--- config.mk ---
export PLATFORM = sky130hd
export DESIGN_NAME = bmf_ctrl
export DESIGN_NICKNAME = d
export VERILOG_FILES = /design/src/rtl/bmf_pkg.sv /design/src/rtl/bmf_ctrl.sv
export SDC_FILE = /design/constraint.sdc
export NUM_CORES = 1
export LEC_CHECK = 0
export BUFFER_PORTS_ARGS = -buffer_cell sky130_fd_sc_hd__buf_2
export CORE_AREA = 10 10 47 49
export CTS_CLUSTER_SIZE = 30
export DETAILED_ROUTE_END_ITERATION = 10
export DIE_AREA = 0 0 57 59
export PLACE_DENSITY_LB_ADDON = 0.12
export SYNTH_ARGS = -nofsm -noshare
export SYNTH_HDL_FRONTEND = slang
export SYNTH_SLANG_ARGS = --single-unit
--- constraint.sdc ---
create_clock -name i_clk -period 2.2 [get_ports i_clk]
set_clock_uncertainty 0.2 [all_clocks]
set_input_delay 0.33 -clock i_clk [delete_from_list [all_inputs] [get_ports i_clk]]
set_output_delay 0.33 -clock i_clk [all_outputs]
set_load 0.02 [all_outputs]
--- src/rtl/bmf_pkg.sv ---
// ----------------------------------------------------------------------------
// bmf_pkg
// shared constants and controller/datapath types for the box mean filter
// ----------------------------------------------------------------------------
package bmf_pkg;

    localparam int MAX_KERNEL_DEF = 15;
    localparam int MAX_WIDTH_DEF  = 1024;
    localparam int MAX_HEIGHT_DEF = 1024;

    localparam int CFG_IDX_W  = 2;
    localparam int CFG_DATA_W = 11;
    localparam int KH_W       = 3;
    localparam int DIM_W      = 11;
    localparam int PIX_W      = 8;
    localparam int POS_W      = 10;

    localparam logic [CFG_IDX_W-1:0] REG_KERNEL_HALF  = 2'd0;
    localparam logic [CFG_IDX_W-1:0] REG_IMAGE_WIDTH  = 2'd1;
    localparam logic [CFG_IDX_W-1:0] REG_IMAGE_HEIGHT = 2'd2;

    localparam logic [KH_W-1:0]  KH_RESET = 3'd1;
    localparam logic [DIM_W-1:0] IW_RESET = 11'd640;
    localparam logic [DIM_W-1:0] IH_RESET = 11'd480;

    // commands from controller to datapath
    typedef struct packed {
        logic accept;
        logic tap_rd;
        logic tap_acc;
        logic store;
        logic sum_rd;
        logic sum_acc;
        logic div_init;
        logic div_step;
        logic load_out;
    } t_cmd;

    // status from datapath to controller
    typedef struct packed {
        logic taps_done;
        logic sums_done;
        logic div_last;
        logic interior;
        logic out_free;
    } t_status;

endpackage

--- src/rtl/bmf_ctrl.sv ---
// ----------------------------------------------------------------------------
// bmf_ctrl
// sequencer stepping one pixel through taps and store, then window sum, divide and output if interior
// ----------------------------------------------------------------------------
module bmf_ctrl (
    input  logic              i_clk,
    input  logic              i_rst_n,
    input  logic              i_pix_valid,
    input  bmf_pkg::t_status  i_status,
    output logic              o_busy,
    output bmf_pkg::t_cmd     o_cmd
);
    import bmf_pkg::*;

    localparam logic [3:0] S_IDLE     = 4'd0;
    localparam logic [3:0] S_TAP_CHK  = 4'd1;
    localparam logic [3:0] S_TAP_RD   = 4'd2;
    localparam logic [3:0] S_TAP_ACC  = 4'd3;
    localparam logic [3:0] S_STORE    = 4'd4;
    localparam logic [3:0] S_SUM_CHK  = 4'd5;
    localparam logic [3:0] S_SUM_RD   = 4'd6;
    localparam logic [3:0] S_SUM_ACC  = 4'd7;
    localparam logic [3:0] S_DIV_INIT = 4'd8;
    localparam logic [3:0] S_DIV_STEP = 4'd9;
    localparam logic [3:0] S_OUT      = 4'd10;

    logic [3:0] r_state;
    logic [3:0] n_state;

    always_ff @(posedge i_clk) begin
        if (!i_rst_n) begin
            r_state <= S_IDLE;
        end else begin
            r_state <= n_state;
        end
    end

    assign o_busy = (r_state != S_IDLE);

    always_comb begin
        n_state = r_state;
        o_cmd   = '0;
        unique case (r_state)
            S_IDLE: begin
                if (i_pix_valid) begin
                    o_cmd.accept = 1'b1;
                    n_state      = S_TAP_CHK;
                end
            end
            S_TAP_CHK: begin
                n_state = i_status.taps_done ? S_STORE : S_TAP_RD;
            end
            S_TAP_RD: begin
                o_cmd.tap_rd = 1'b1;
                n_state      = S_TAP_ACC;
            end
            S_TAP_ACC: begin
                o_cmd.tap_acc = 1'b1;
                n_state       = S_TAP_CHK;
            end
            S_STORE: begin
                o_cmd.store = 1'b1;
                n_state     = i_status.interior ? S_SUM_CHK : S_IDLE;
            end
            S_SUM_CHK: begin
                n_state = i_status.sums_done ? S_DIV_INIT : S_SUM_RD;
            end
            S_SUM_RD: begin
                o_cmd.sum_rd = 1'b1;
                n_state      = S_SUM_ACC;
            end
            S_SUM_ACC: begin
                o_cmd.sum_acc = 1'b1;
                n_state       = S_SUM_CHK;
            end
            S_DIV_INIT: begin
                o_cmd.div_init = 1'b1;
                n_state        = S_DIV_STEP;
            end
            S_DIV_STEP: begin
                o_cmd.div_step = 1'b1;
                if (i_status.div_last) begin
                    n_state = S_OUT;
                end
            end
            S_OUT: begin
                if (i_status.out_free) begin
                    o_cmd.load_out = 1'b1;
                    n_state        = S_IDLE;
                end
            end
            default: begin
                n_state = S_IDLE;
            end
        endcase
    end

endmodule

# ---- Word level (Yosys, flattened, before mapping)
# Cells that the tools add are included.
dict set report classes {
  n_eq_ne 13
  muxes 18
  n_reduce_logical 3
}
# cell count
set op_table {}
lappend op_table {{one-hot mux 4 bit (11 select lines)} 1}
lappend op_table {{== test 4 x 3 -> 1 bit, second input constant} 4}
lappend op_table {{2-to-1 mux 4 bit} 4}
lappend op_table {{== test 4 bit, second input constant} 3}
lappend op_table {{2-to-1 mux 1 bit} 11}
lappend op_table {{== test 4 x 2 -> 1 bit, second input constant} 2}
lappend op_table {{2-to-1 mux 3 bit} 2}
lappend op_table {{!= test 2 bit, second input constant} 3}
lappend op_table {{== test 4 x 1 -> 1 bit, second input constant} 1}
lappend op_table {{logical NOT 4 bit} 1}
lappend op_table {{nonzero test 4 bit} 1}
lappend op_table {{AND reduction 3 bit} 1}
dict set report word_totals {
  regBits 4
  inputBits 8
  out_inout_bits 10
  elab_cells 35
}

# ---- Logic depth before layout (Yosys ltp)
dict set report depth {
  depth_word 3
  mapped_depth 5
  ltp_nobuf 4
}

# ---- Worst setup path before layout
# No wires, ideal clock.
dict set report synth_timing {
  kind {reg-to-output}
  from {reg r_state[2]}
  to {out o_cmd[5] (netlist name)}
  arrival_ns 1.324
  t_required_ns 1.670
  setup_slack_ns 0.346
  path_stages_with_launch 3
  n_path_buf 1
  cell_sequence {dfxtp_1 > clkbuf_1 > nor4b_1}
}
# item line
set synth_lines {}
lappend synth_lines {{start: declaration} bmf_ctrl.sv:27} ;# logic [3:0] r_state;
lappend synth_lines {{start signal: assignment} bmf_ctrl.sv:34} ;# r_state <= n_state;
lappend synth_lines {{end: declaration} bmf_ctrl.sv:11} ;# output bmf_pkg::t_cmd o_cmd

==> flow_summary.ini <==
[run_status]
status = complete, no violations

[worst_setup_path]
cp.arrival_ns = 1.45
crit_path_max_incr_delay_ns = 0.62
crit_type = register to output port
cp-end-kind = output port
crit_family = flip-flops
path_cells = nand2b_1 > nor3_1 > buf_2
critPathRequiredTime_ns = 1.67
worst-path-stages = 3
start_kind = register
r2r_start = r_state[1]
slowest_stage = dfxtp_1
path_max_fanout = 16
r2r_slack_ns = 0.43
ff2ff_path_depth = 3
reg2reg_to = r_state[0]
crit_end = o_cmd[0]
crit_path_start = r_state[1]
path_buf_inv = 1

[routing]
drtPass1Iterations = 4
drt_iter0_markers = 8
drc = 0
wl_per_cell_um = 14.01
vias_per_cell = 5.106
ant_nets = 0
via_count = 434
wirelength_um = 1191

[clock_network]
numCtsBuffers = 3
clk_pin_slew_worst_paths_ns = 0.04
cts_tree = done
cts-resized-gates = 0
clockBufferDepth = 2
cts_sinks = 4
postCtsSetupBuffers = 0
insertion_delay_ns = 0.24
hold_buffers = 0
htreeDepth = 1
clock-root-buffer = clkbuf_4

[timing]
fin_ws_ns = 0.2186
finalSetupViolCount = 0
setup_tns_ns = 0
worst_pin_slew_ns = 0.4917
min_period_over_period = 0.9006
slew_headroom = 0.6718
max_freq_mhz = 504.7
rsz0062_at_grt = no
drv_slew = 0
min_period_ns = 1.981
final_hold_viol_count = 0

[power_and_ir_drop]
power_leakage_nw = 0.2270
ir_drop_v = 0.0003196
p_per_area_mw_per_mm2 = 639.9

[floorplanning]
num_rows = 14
io_pins = 18
start_util = 0.2679
floorplan.die_area_mm2 = 0.003363
die_h_um = 59
coreArea_mm2 = 0.001401
die_x_um = 57

[placement]
dpl_worst_slack_ns = 0.4549
hpwl_um = 879.1
io_buffers = 17
placedCellCount = 82
gp_congestion = 0.7236

[synth]
ys_top_cells_by_count = 6 x nor2_1, 5 x nor2b_1, 5 x nor3_1
synth-edff-count = 0
yosysUniqueCellTypes = 22
yosysSeqAreaShare = 0.2133
synth_top_cell_area_share = 0.2133
syn_avg_cell_area_um2 = 7.082
syn-cell-area_um2 = 375.4
synth-seq-cells = 4
synth-main-ff-cell = dfxtp_1
ys_async_sr_fraction = 0
yosysMostFrequentCell = nor2_1
synthTopCellsByArea = dfxtp_1 21%, nor2b_1 8.3%, nand2b_1 6.7%, nor3_1 6.7%, nor2_1 6.0%
syn_inst = 53
syn_nets = 61
synth_top_cell_by_area = dfxtp_1
yosys_warnings = 0

[grt]
grt_max_degree = 17
grtUsageTotal = 0.06701
grt_pass1_vias = 401
grt-ovfl-total = 0
antenna_found_initial = 0
grt_pass1_wl_um = 1856

[cells_and_area]
largest_register = r_state
n_fill_cell = 164
multi_input_area_um2 = 274.0
largest_registers = r_state x4
largest_register_ffs = 4
syn_to_final_growth_pct = 29.33
final-seq-area_um2 = 80.08
final_layout_size_suffix_gt1_frac = 0.2899
fin_cells = 85
fin_nets = 79
num_antenna_cells = 0

[run]
maxCapViolations = 0

[hold_path]
hold_class = input port to register
## stage by stage
stage               utilization  instance area (µm²)  power, mW  hold WS (ns)
finish                   0.3464                485.5     0.3107        0.1815
global route             0.3464                485.5     0.3369        0.2101
CTS                      0.3464                485.5     0.3146        0.1784
detailed placement       0.3304                462.9     0.2177        0.4327
global placement         0.3304                462.9     0.2197        0.4395
floorplan                     -                375.4     0.1835        0.2656
## layer usage
layer	routed length, µm	part of all wire	track usage
met5	0	0	0
met4	17	0.014	0.03020
met3	69	0.058	0.03004
met2	526	0.44	0.1008
met1	578	0.49	0.07967
## placed cells by master, fill, tap and decap left out, drive strengths merged, types with 2 or more instances in the layout
cell type  synthesis  final
o311a              2      2
nor2               6      6
nor2b              5      5
nor3               5      5
nand2b             4      4
clkbuf             2      3
nand2              3      3
nor4b              2      2
nor3b              3      3
o21ai              4      4
and3               2      2
buf                2     17
dfxtp              4      4
## worst min-delay path by stage
| stage | from | end | slack, ns | cells past startpoint |
|---|---|---|---|---|
| after floorplan | i_rst_n | r_state[2] | 0.27 | 2 |
| after global placement | i_rst_n | r_state[2] | 0.44 | 3 |
| after detailed placement | i_rst_n | r_state[2] | 0.43 | 3 |
| after CTS | i_rst_n | r_state[2] | 0.18 | 3 |
| after global routing | i_rst_n | r_state[2] | 0.21 | 3 |
| final | i_rst_n | r_state[2] | 0.18 | 3 |
## area by class of cell
cell class	count	area share
inverters	1	0.007732
multi-input cells	44	0.5644
flip-flops and latches	4	0.1649
repair buffers	17	0.1753
well taps	16	0.04124
clock buffers	3	0.04639
## cells by family after synthesis
kind of cell | after synthesis | synth area share
flip-flops | 4 | 0.2133
buffers and inverters | 5 | 0.05667
AND/OR/NAND/NOR | 33 | 0.5200
AO/OA/AOI/OAI | 11 | 0.2100
## report_power, final
part           total, mW  switching (mW)  internal [mW]  leakage [nW]
Clock             0.0937          0.0325         0.0612        0.0138
Sequential         0.110          0.0285         0.0813        0.0327
Combinational      0.107          0.0578         0.0494         0.181
Total              0.311           0.119          0.192         0.227
## tightest hold or removal path: stages
cell     delay, ns
buf_2         0.13
o21ai_0       0.07
nor2_1        0.04
(Power assumes the default switching activity.)
